File: src/rtl/bblc_pkg.sv
`timescale 1ns / 1ps
// ----------------------------------------------------------------------------
// bblc_pkg
// Shared types and constants of the byte budget lru cache.
// ----------------------------------------------------------------------------
package bblc_pkg;

  localparam int ENTRIES   = 16;
  localparam int IDX_W     = $clog2(ENTRIES);
  localparam int LIVE_W    = $clog2(ENTRIES + 1);
  localparam int TAG_BITS  = 32;
  localparam int BYTES_W   = 40;
  localparam int CNT_W     = 32;
  localparam int EVN_W     = 5;
  localparam logic [BYTES_W-1:0] KIB = 40'd1024;
  localparam logic [BYTES_W-1:0] BUDGET_RESET = KIB * KIB * KIB;

  typedef enum logic [2:0] {
    OP_GET    = 3'd0,
    OP_PUT    = 3'd1,
    OP_DELETE = 3'd2,
    OP_CLEAR  = 3'd3,
    OP_TRIM   = 3'd4
  } opcode_t;

  typedef struct packed {
    logic [2:0]  opcode;
    logic [31:0] key_tag;
    logic [31:0] value_handle;
    logic [31:0] entry_bytes;
  } req_t;

  typedef struct packed {
    logic               hit;
    logic [31:0]        found_handle;
    logic [BYTES_W-1:0] used_bytes;
    logic [4:0]         live_entries;
    logic [CNT_W-1:0]   hit_total;
    logic [CNT_W-1:0]   miss_total;
    logic [CNT_W-1:0]   eviction_total;
    logic [EVN_W-1:0]   evicted_now;
  } rsp_t;

  // controller to datapath
  typedef struct packed {
    logic load;
    logic exec;
    logic evict;
    logic cap_evict;
    logic insert;
    logic finish;
  } cmd_t;

  // datapath to controller
  typedef struct packed {
    logic is_put;
    logic is_trim;
    logic over;
    logic out_free;
  } status_t;

endpackage

File: src/rtl/bblc_req_if.sv
`timescale 1ns / 1ps
// ----------------------------------------------------------------------------
// bblc_req_if
// Request channel: valid, ready and one operation.
// ----------------------------------------------------------------------------
interface bblc_req_if;
  logic           valid;
  logic           ready;
  bblc_pkg::req_t data;
  modport source (output valid, output data, input ready);
  modport sink (input valid, input data, output ready);
endinterface

File: src/rtl/bblc_rsp_if.sv
`timescale 1ns / 1ps
// ----------------------------------------------------------------------------
// bblc_rsp_if
// Response channel: valid, ready and one result.
// ----------------------------------------------------------------------------
interface bblc_rsp_if;
  logic           valid;
  logic           ready;
  bblc_pkg::rsp_t data;
  modport source (output valid, output data, input ready);
  modport sink (input valid, input data, output ready);
endinterface

File: src/rtl/bblc_ctrl.sv
`timescale 1ns / 1ps
// ----------------------------------------------------------------------------
// bblc_ctrl
// Sequencer for lookup, eviction walk, insert and result hand-off.
// ----------------------------------------------------------------------------
module bblc_ctrl (
  input  logic              clk,
  input  logic              rst,
  input  logic              in_valid,
  output logic              in_ready,
  input  bblc_pkg::status_t status,
  output bblc_pkg::cmd_t    cmd
);

  typedef enum logic [5:0] {
    S_IDLE   = 6'b000001,
    S_EXEC   = 6'b000010,
    S_EVICT  = 6'b000100,
    S_FULL   = 6'b001000,
    S_INSERT = 6'b010000,
    S_DONE   = 6'b100000
  } state_t;

  state_t state, state_next;

  always_ff @(posedge clk) begin
    if (rst) begin
      state <= S_IDLE;
    end else begin
      state <= state_next;
    end
  end

  always_comb begin
    state_next = state;
    cmd        = '0;
    in_ready   = 1'b0;
    unique case (state)
      S_IDLE: begin
        in_ready = 1'b1;
        if (in_valid) begin
          cmd.load   = 1'b1;
          state_next = S_EXEC;
        end
      end
      S_EXEC: begin
        cmd.exec = 1'b1;
        if (status.is_put || status.is_trim) begin
          state_next = S_EVICT;
        end else begin
          state_next = S_DONE;
        end
      end
      S_EVICT: begin
        // one least-recent victim per cycle
        if (status.over) begin
          cmd.evict = 1'b1;
        end else if (status.is_put) begin
          state_next = S_FULL;
        end else begin
          state_next = S_DONE;
        end
      end
      S_FULL: begin
        cmd.cap_evict = 1'b1;
        state_next    = S_INSERT;
      end
      S_INSERT: begin
        cmd.insert = 1'b1;
        state_next = S_DONE;
      end
      S_DONE: begin
        if (status.out_free) begin
          cmd.finish = 1'b1;
          state_next = S_IDLE;
        end
      end
      default: state_next = S_IDLE;
    endcase
  end

endmodule

File: src/rtl/bblc_datapath.sv
`timescale 1ns / 1ps
// ----------------------------------------------------------------------------
// bblc_datapath
// Entry table, recency ranks, byte total, counters and result register.
// ----------------------------------------------------------------------------
module bblc_datapath (
  input  logic                                clk,
  input  logic                                rst,
  input  logic                                cfg_we,
  input  logic [bblc_pkg::BYTES_W-1:0]        cfg_wdata,
  input  bblc_pkg::req_t                      in_data,
  input  bblc_pkg::cmd_t                      cmd,
  output bblc_pkg::status_t                   status,
  output logic                                out_valid,
  input  logic                                out_ready,
  output bblc_pkg::rsp_t                      out_data
);

  localparam int N  = bblc_pkg::ENTRIES;
  localparam int IW = bblc_pkg::IDX_W;
  localparam int LW = bblc_pkg::LIVE_W;
  localparam int BW = bblc_pkg::BYTES_W;
  localparam int CW = bblc_pkg::CNT_W;
  localparam int EW = bblc_pkg::EVN_W;

  logic [BW-1:0]                 budget;
  bblc_pkg::req_t                req_q;
  logic [N-1:0]                  valid;
  logic [bblc_pkg::TAG_BITS-1:0] tags [N];
  logic [31:0]                   handles [N];
  logic [31:0]                   sizes [N];
  logic [IW-1:0]                 ranks [N];
  logic [BW-1:0]                 used;
  logic [LW-1:0]                 live;
  logic [CW-1:0]                 hits, misses, evictions;
  logic [EW-1:0]                 evn;
  logic                          hit_q;
  logic [31:0]                   found_q;

  logic [N-1:0]  match_vec, oldest_vec;
  logic          match_any, is_get, is_put, is_del, is_clr, is_trim, full;
  logic [IW-1:0] match_idx, oldest_idx, free_idx, sel_idx, sel_rank;
  logic [31:0]   sel_size;
  logic [BW:0]   demand;
  logic          rem_en, newest_en, evict_cnt;

  assign is_get  = req_q.opcode == bblc_pkg::OP_GET;
  assign is_put  = req_q.opcode == bblc_pkg::OP_PUT;
  assign is_del  = req_q.opcode == bblc_pkg::OP_DELETE;
  assign is_clr  = req_q.opcode == bblc_pkg::OP_CLEAR;
  assign is_trim = req_q.opcode == bblc_pkg::OP_TRIM;
  assign full    = live == LW'(N);

  always_comb begin
    match_idx  = '0;
    oldest_idx = '0;
    free_idx   = '0;
    for (int i = N - 1; i >= 0; i--) begin
      match_vec[i]  = valid[i] && tags[i] == req_q.key_tag[bblc_pkg::TAG_BITS-1:0];
      // the least-recent entry holds rank live-1
      oldest_vec[i] = valid[i] && {1'b0, ranks[i]} == LW'(live - LW'(1));
      if (match_vec[i]) match_idx = IW'(i);
      if (oldest_vec[i]) oldest_idx = IW'(i);
      if (!valid[i]) free_idx = IW'(i);
    end
  end

  assign match_any = |match_vec;
  assign sel_idx   = cmd.exec ? match_idx : oldest_idx;
  assign sel_rank  = ranks[sel_idx];
  assign sel_size  = sizes[sel_idx];

  // bytes in use plus the incoming size of a put, against the budget
  assign demand = {1'b0, used} + (is_put ? (BW + 1)'(req_q.entry_bytes) : '0);

  assign evict_cnt = cmd.evict || (cmd.cap_evict && full);
  assign rem_en    = evict_cnt || (cmd.exec && match_any && (is_put || is_del));
  assign newest_en = cmd.exec && is_get && match_any;

  assign status.is_put   = is_put;
  assign status.is_trim  = is_trim;
  assign status.over     = live != '0 && demand > {1'b0, budget};
  assign status.out_free = !out_valid || out_ready;

  always_ff @(posedge clk) begin
    if (rst) begin
      budget <= bblc_pkg::BUDGET_RESET;
    end else if (cfg_we) begin
      budget <= cfg_wdata;
    end
  end

  always_ff @(posedge clk) begin
    if (cmd.load) begin
      req_q <= in_data;
    end
  end

  // table payload and ranks
  always_ff @(posedge clk) begin
    for (int i = 0; i < N; i++) begin
      if (rem_en) begin
        if (valid[i] && IW'(i) != sel_idx && ranks[i] > sel_rank) begin
          ranks[i] <= ranks[i] - IW'(1);
        end
      end else if (newest_en) begin
        if (IW'(i) == sel_idx) begin
          ranks[i] <= '0;
        end else if (valid[i] && ranks[i] < sel_rank) begin
          ranks[i] <= ranks[i] + IW'(1);
        end
      end else if (cmd.insert) begin
        if (IW'(i) == free_idx) begin
          tags[i]    <= req_q.key_tag[bblc_pkg::TAG_BITS-1:0];
          handles[i] <= req_q.value_handle;
          sizes[i]   <= req_q.entry_bytes;
          ranks[i]   <= '0;
        end else if (valid[i]) begin
          ranks[i] <= ranks[i] + IW'(1);
        end
      end
    end
  end

  always_ff @(posedge clk) begin
    if (rst) begin
      valid     <= '0;
      used      <= '0;
      live      <= '0;
      hits      <= '0;
      misses    <= '0;
      evictions <= '0;
      evn       <= '0;
      hit_q     <= 1'b0;
      found_q   <= '0;
      out_valid <= 1'b0;
    end else begin
      if (cmd.load) begin
        evn     <= '0;
        hit_q   <= 1'b0;
        found_q <= '0;
      end
      if (cmd.exec && is_clr) begin
        valid <= '0;
        used  <= '0;
        live  <= '0;
      end else if (rem_en) begin
        valid[sel_idx] <= 1'b0;
        used           <= used - BW'(sel_size);
        live           <= live - LW'(1);
      end else if (cmd.insert) begin
        valid[free_idx] <= 1'b1;
        used            <= used + BW'(req_q.entry_bytes);
        live            <= live + LW'(1);
      end
      if (cmd.exec && is_get) begin
        if (match_any) begin
          hit_q   <= 1'b1;
          found_q <= handles[match_idx];
          if (hits != '1) hits <= hits + CW'(1);
        end else if (misses != '1) begin
          misses <= misses + CW'(1);
        end
      end
      if (evict_cnt) begin
        if (evictions != '1) evictions <= evictions + CW'(1);
        if (evn != '1) evn <= evn + EW'(1);
      end
      if (cmd.finish) begin
        out_valid <= 1'b1;
      end else if (out_ready) begin
        out_valid <= 1'b0;
      end
    end
  end

  always_ff @(posedge clk) begin
    if (cmd.finish) begin
      out_data.hit            <= hit_q;
      out_data.found_handle   <= found_q;
      out_data.used_bytes     <= used;
      out_data.live_entries   <= 5'(live);
      out_data.hit_total      <= hits;
      out_data.miss_total     <= misses;
      out_data.eviction_total <= evictions;
      out_data.evicted_now    <= evn;
    end
  end

endmodule

File: src/rtl/byte_budget_lru_cache.sv
`timescale 1ns / 1ps
// sequence: get, delete, clear and other codes go through lookup and result; trim
// adds an eviction walk; put adds the walk, a full-table eviction and an insert;
// the walk removes least-recent entries one by one; one operation is in flight at a time
// a new request is taken while a finished result waits in the output register
// reset: table empty, byte total and counters zero, budget 1 GiB
// ----------------------------------------------------------------------------
// byte_budget_lru_cache
// Size-aware lru cache of tagged entries kept under a byte budget.
// ----------------------------------------------------------------------------
module byte_budget_lru_cache (
  input  logic                         clk,
  input  logic                         rst,
  input  logic                         cfg_we,
  input  logic [bblc_pkg::BYTES_W-1:0] cfg_wdata,
  bblc_req_if.sink                     req,
  bblc_rsp_if.source                   rsp
);

  bblc_pkg::cmd_t    cmd;
  bblc_pkg::status_t status;

  bblc_ctrl u_ctrl (
    .clk      (clk),
    .rst      (rst),
    .in_valid (req.valid),
    .in_ready (req.ready),
    .status   (status),
    .cmd      (cmd)
  );

  bblc_datapath u_datapath (
    .clk       (clk),
    .rst       (rst),
    .cfg_we    (cfg_we),
    .cfg_wdata (cfg_wdata),
    .in_data   (req.data),
    .cmd       (cmd),
    .status    (status),
    .out_valid (rsp.valid),
    .out_ready (rsp.ready),
    .out_data  (rsp.data)
  );

  a_one_in_flight: assert property (@(posedge clk) disable iff (rst)
    req.valid && req.ready |=> !req.ready)
    else $error("request taken while an operation is in flight");

  a_live_bound: assert property (@(posedge clk) disable iff (rst)
    rsp.valid |-> rsp.data.live_entries <= 5'(bblc_pkg::ENTRIES))
    else $error("live entry count above table size");

  a_hit_live: assert property (@(posedge clk) disable iff (rst)
    rsp.valid && rsp.data.hit |-> rsp.data.live_entries != '0)
    else $error("hit reported on an empty table");

  a_miss_handle: assert property (@(posedge clk) disable iff (rst)
    rsp.valid && !rsp.data.hit |-> rsp.data.found_handle == '0)
    else $error("handle returned without a hit");

endmodule

File: src/flat_wrapper.sv
// flat-port wrapper written by rule: the top's interface ports become plain ports
module byte_budget_lru_cache_flat 
  (clk, rst, cfg_we, cfg_wdata, req_valid, req_data, req_ready, rsp_valid, rsp_data, rsp_ready);
  bblc_req_if req_i ();
  bblc_rsp_if rsp_i ();
  input  logic clk;
  input  logic rst;
  input  logic cfg_we;
  input  logic [bblc_pkg::BYTES_W-1:0] cfg_wdata;
  input wire logic [$bits(req_i.valid)-1:0] req_valid;
  input wire logic [$bits(req_i.data)-1:0] req_data;
  output wire logic [$bits(req_i.ready)-1:0] req_ready;
  output wire logic [$bits(rsp_i.valid)-1:0] rsp_valid;
  output wire logic [$bits(rsp_i.data)-1:0] rsp_data;
  input wire logic [$bits(rsp_i.ready)-1:0] rsp_ready;
  assign req_i.valid = req_valid;
  assign req_i.data = req_data;
  assign req_ready = req_i.ready;
  assign rsp_valid = rsp_i.valid;
  assign rsp_data = rsp_i.data;
  assign rsp_i.ready = rsp_ready;
  byte_budget_lru_cache u_core (.clk(clk), .rst(rst), .cfg_we(cfg_we), .cfg_wdata(cfg_wdata), .req(req_i), .rsp(rsp_i));
endmodule
File: config.mk
export PLATFORM = sky130hd
export DESIGN_NAME = byte_budget_lru_cache_flat
export DESIGN_NICKNAME = d
export VERILOG_FILES = /design/src/rtl/bblc_pkg.sv /design/src/rtl/bblc_req_if.sv /design/src/rtl/bblc_rsp_if.sv /design/src/rtl/bblc_ctrl.sv /design/src/rtl/bblc_datapath.sv /design/src/rtl/byte_budget_lru_cache.sv /design/src/flat_wrapper.sv
export SDC_FILE = /design/constraint.sdc
export NUM_CORES = 2
export LEC_CHECK = 0
export BUFFER_PORTS_ARGS = -buffer_cell sky130_fd_sc_hd__buf_2
export CORE_AREA = 10 10 518 520
export DETAILED_ROUTE_END_ITERATION = 10
export DIE_AREA = 0 0 528 530
export PLACE_DENSITY_LB_ADDON = 0.12
export SETUP_SLACK_MARGIN = 0.05
export SLEW_MARGIN = 10
export SYNTH_ARGS = -nofsm -noshare
export SYNTH_HDL_FRONTEND = slang
export SYNTH_SLANG_ARGS = --single-unit
File: constraint.sdc
create_clock -name clk -period 10.2 [get_ports clk]
set_input_delay 2.04 -clock clk [delete_from_list [all_inputs] [get_ports clk]]
set_output_delay 2.04 -clock clk [all_outputs]
set_load 0.05 [all_outputs]
==> results.toml <==
[global_route]
antenna_found_initial = 18
grt_start_max_net_pins = 145
grt_pass1_wl_um = 426000
gr-usage-all-layers_pct = 20.2
grt_overflow = 0
grt_pass1_vias = 60300

[worst_setup_path]
worstSetupStartpointType = "flop"
timing.critical_path.arrival_ns = 10.07
critPathTopFamily = "compound AO/OA/AOI/OAI gates"
rr_startpoint = "u_core.u_datapath.req_q[98]$_DFFE_PP_"
cp_max_fo = 32
critPathMaxStageDelay_ns = 0.44
r2r_depth = 50
worst-path-buf-inv = 5
slowest_stage = "fa_1"
critical_path.endpoint = "u_core.u_datapath.used[38]$_SDFFE_PP0P_"
cp.required_ns = 10.96
critical_path.reg2reg.endpoint = "u_core.u_datapath.used[38]$_SDFFE_PP0P_"
critPathLaunch = "u_core.u_datapath.req_q[98]$_DFFE_PP_"
end_kind = "flop"
critical_path_cell_count = 50
r2r_slack_ns = 0.89
setup.worst_path.class = "flop to flop"

[detailed_routing]
initialDrtViolationCount = 4927
first_pass_iters = 6
drt.antenna.violating_nets = 0
drt_wl_total_um = 294000
avgRoutedWirePerCell_um = 26.3
vias_per_cell = 5.45
via_count = 60800
drc = 0

[floorplanning]
floorplan.core_area_um2 = 258000
floorplan.initialDensity_pct = 36.7
die_width_um = 528
std_cell_rows = 187
die-area_um2 = 280000
io_pins = 325
floorplan_die_height_um = 530

[clock_network]
post_cts_hold_buffer_count = 0
cts.clk_slew.worst_paths_ns = 0.06
root_buffer = "clkbuf_16"
cts_sinks = 2120
cts.path.max_buffers = 3
clk-insertion-delay-late_ns = 0.92
cts_buffers = 232
clock_tree_from_tritoncts = "done"
h_tree_level_count = 4

[synth]
yosys_register_bits = 2120
synth_edf_count = 1878
ys_warn_count = 0
synth_sequential_area_ratio_pct = 64.6
count_of_mapped_cells_out_of_synthesis = 7039
post_synth_instance_area_um2 = 94800
synth_area_per_cell_um2 = 13.5
synth_ff_type = "edfxtp_1"
synth-async-reset-ratio_pct = 0
yosys.cell_types.count = 97
synth.net_count = 7400

[sta]
post-route-min-period_ns = 9.31
maxSlewViolCount = 0
worst_pin_slew_ns = 1.29
clock_skews_ns = 0.0939
max-slew-margin-rel_pct = 13.8
finalHoldViolations = 0
max_freq_mhz = 107
setup_repair_after_global_routing_missed_its_margin = "yes"
totalNegativeSetupSlack_ns = 0
final.period_utilization_pct = 91.3
setup_viol = 0

[final_layout]
final.fill_count = 23700
number_of_standard_cells_in_the_final_layout_excluding_fillers = 11200
cell_area_after_layout_um2 = 110000
finish.net_count = 7911
syn_to_layout_area_delta_pct = 15.9
layout_cell_share_with_drive_strength_beyond_1_pct = 14.2

[power_and_ir_drop]
switching_share_pct = 26.7
clock_power_share_pct = 39.8
power_share_of_the_sequential_group_pct = 49.1
p_int_mw = 15.6
worst_ir_drop_vdd_v = 0.000180
power.combinational.fraction_pct = 11.2
power.density_nw_per_um2 = 194
static-leakage-power_nw = 38.6
switching_power_summed_over_all_nets_mw = 5.69

[outcome]
outcome = "finished, final reports clean"

[place]
dpl_cell_area_um2 = 102000
place.detailed.instances = 10700
port_buffers = 324
routabilityCongestion = 0.869
hpwlAfterDp_um = 183000

[flow_run]
drv.max_cap_violation_count = 0

[min_path]
worstHoldPathType = "flop to flop"
timing.hold.worst_path_depth = 0
cell usage after synthesis (23+ instances only):
library cell | n | area share (%)
a31oi_1 | 24 | 0.16
and2_1 | 43 | 0.28
o21a_1 | 25 | 0.20
a222oi_1 | 34 | 0.36
nand4_1 | 170 | 1.1
nand2b_1 | 95 | 0.63
dfxtp_1 | 242 | 5.1
mux2i_1 | 477 | 5.0
nor3_1 | 116 | 0.61
a21o_1 | 67 | 0.53
o21ai_0 | 201 | 1.1
xnor2_1 | 356 | 3.3
and4_1 | 24 | 0.22
ha_1 | 215 | 2.8
nor4_1 | 164 | 1.1
a32oi_1 | 41 | 0.38
a211o_1 | 36 | 0.33
xor2_1 | 343 | 3.2
mux2_2 | 53 | 0.63
or3_1 | 50 | 0.33
o211ai_1 | 33 | 0.26
or4_1 | 23 | 0.18
o22ai_1 | 96 | 0.63
nor2b_1 | 87 | 0.57
a21oi_1 | 250 | 1.3
buf_2 | 141 | 0.74
nor2_1 | 349 | 1.4
a211oi_1 | 24 | 0.19
nand3_1 | 164 | 0.87
edfxtp_1 | 1878 | 59
clkbuf_1 | 154 | 0.61
nand2_1 | 442 | 1.7
inv_1 | 183 | 0.72
a221oi_1 | 63 | 0.58
and3_1 | 36 | 0.24
timing repair:
item	CTS	global route
pin swaps	0	5
resized for setup	4	22
endpoints found under the setup margin	3	18
buffers inserted	0	3
sequential cells by signal, summed over array words and instances (netlist names), 40 cells and up:
signal	count
u_core.u_datapath.used	40
u_core.u_datapath.sizes	512
u_core.u_datapath.out_data	179
u_core.u_datapath.budget	40
u_core.u_datapath.tags	512
u_core.u_datapath.req_q	99
u_core.u_datapath.handles	512
u_core.u_datapath.ranks	64
worst min path at each step:
stage          slack, ns                                      from                                   endpoint
6_report            0.41       u_core.u_datapath.evn[4]$_SDFF_PP0_    u_core.u_datapath.out_data[4]$_DFFE_PP_
5_1_grt             0.44       u_core.u_datapath.evn[4]$_SDFF_PP0_    u_core.u_datapath.out_data[4]$_DFFE_PP_
4_1_cts             0.41       u_core.u_datapath.evn[4]$_SDFF_PP0_    u_core.u_datapath.out_data[4]$_DFFE_PP_
3_5_place_dp        0.42  u_core.u_datapath.found_q[20]$_SDFF_PP0_  u_core.u_datapath.out_data[166]$_DFFE_PP_
3_3_place_gp        0.42   u_core.u_datapath.found_q[6]$_SDFF_PP0_  u_core.u_datapath.out_data[152]$_DFFE_PP_
2_1_floorplan       0.40    u_core.u_datapath.live[2]$_SDFFE_PP0P_  u_core.u_datapath.out_data[103]$_DFFE_PP_
area by class of cell:
class,count,area [µm²],area share (%)
Clock buffer,316,6320,5.75
Timing Repair Buffer,606,4030,3.67
Inverter,185,714,0.650
Clock inverter,116,1430,1.30
Tap cell,3402,4260,3.87
Multi-Input combinational cell,4405,31900,29.0
Sequential cell,2120,61200,55.7
Antenna cell,11,27.5,0.0251
layout by cell type (no fill, tap or decap), drive strengths merged, types with 221 or more instances in the layout:
master	n
nand2	443
edfxtp	1878
xnor2	357
buf	606
xor2	343
o21ai	221
nor2	350
a21oi	250
clkbuf	316
dfxtp	242
mux2i	477
routing by layer:
metal / vias up / GRT usage, % / share of wire, %
met5: - / 0 / 0.0085
met4: 6 / 4.71 / 2.2
met3: 390 / 3.25 / 5.3
met2: 1741 / 31.9 / 45
met1: 30900 / 29.3 / 47
li1: 27800 / - / -
power groups by stage:
stage	logic (mW)	registers (mW)	clock network (mW)
3_3_place_gp	2.39	10.6	0
2_1_floorplan	1.21	10.7	0
6_report	2.38	10.5	8.48
4_1_cts	2.42	10.5	8.68
5_1_grt	2.59	10.5	9.04
3_5_place_dp	2.41	10.7	0
metrics by stage:
step | setup slack (ns) | hold slack [ns] | total power, mW | utilization, %
after floorplan | 0.0874 | 0.403 | 11.9 | -
after global placement | 0.0319 | 0.417 | 13.0 | 39.5
after detailed placement | -0.0208 | 0.415 | 13.1 | 39.5
after CTS | 0.0627 | 0.409 | 21.6 | 42.5
after global routing | -0.00851 | 0.439 | 22.1 | 42.5
final | 0.888 | 0.410 | 21.3 | 42.5
logic make-up (layout without fill, tap and decap cells):
| kind of cell | after synthesis | count (layout) | synth area share [%] |
|---|---|---|---|
| buffers and inverters | 514 | 1223 | 2.28 |
| DFF | 2120 | 2120 | 64.6 |
| xor gates and xnor gates | 716 | 716 | 6.85 |
| adders and majority gates | 217 | 217 | 2.88 |
| muxes | 530 | 530 | 5.66 |
| and+or+nand+nor | 1863 | 1863 | 10.2 |
| other | 0 | 11 | 0 |
| AOI/OAI and AO/OA | 1079 | 1079 | 7.60 |
No activity file was read; power rests on OpenSTA's default activity.
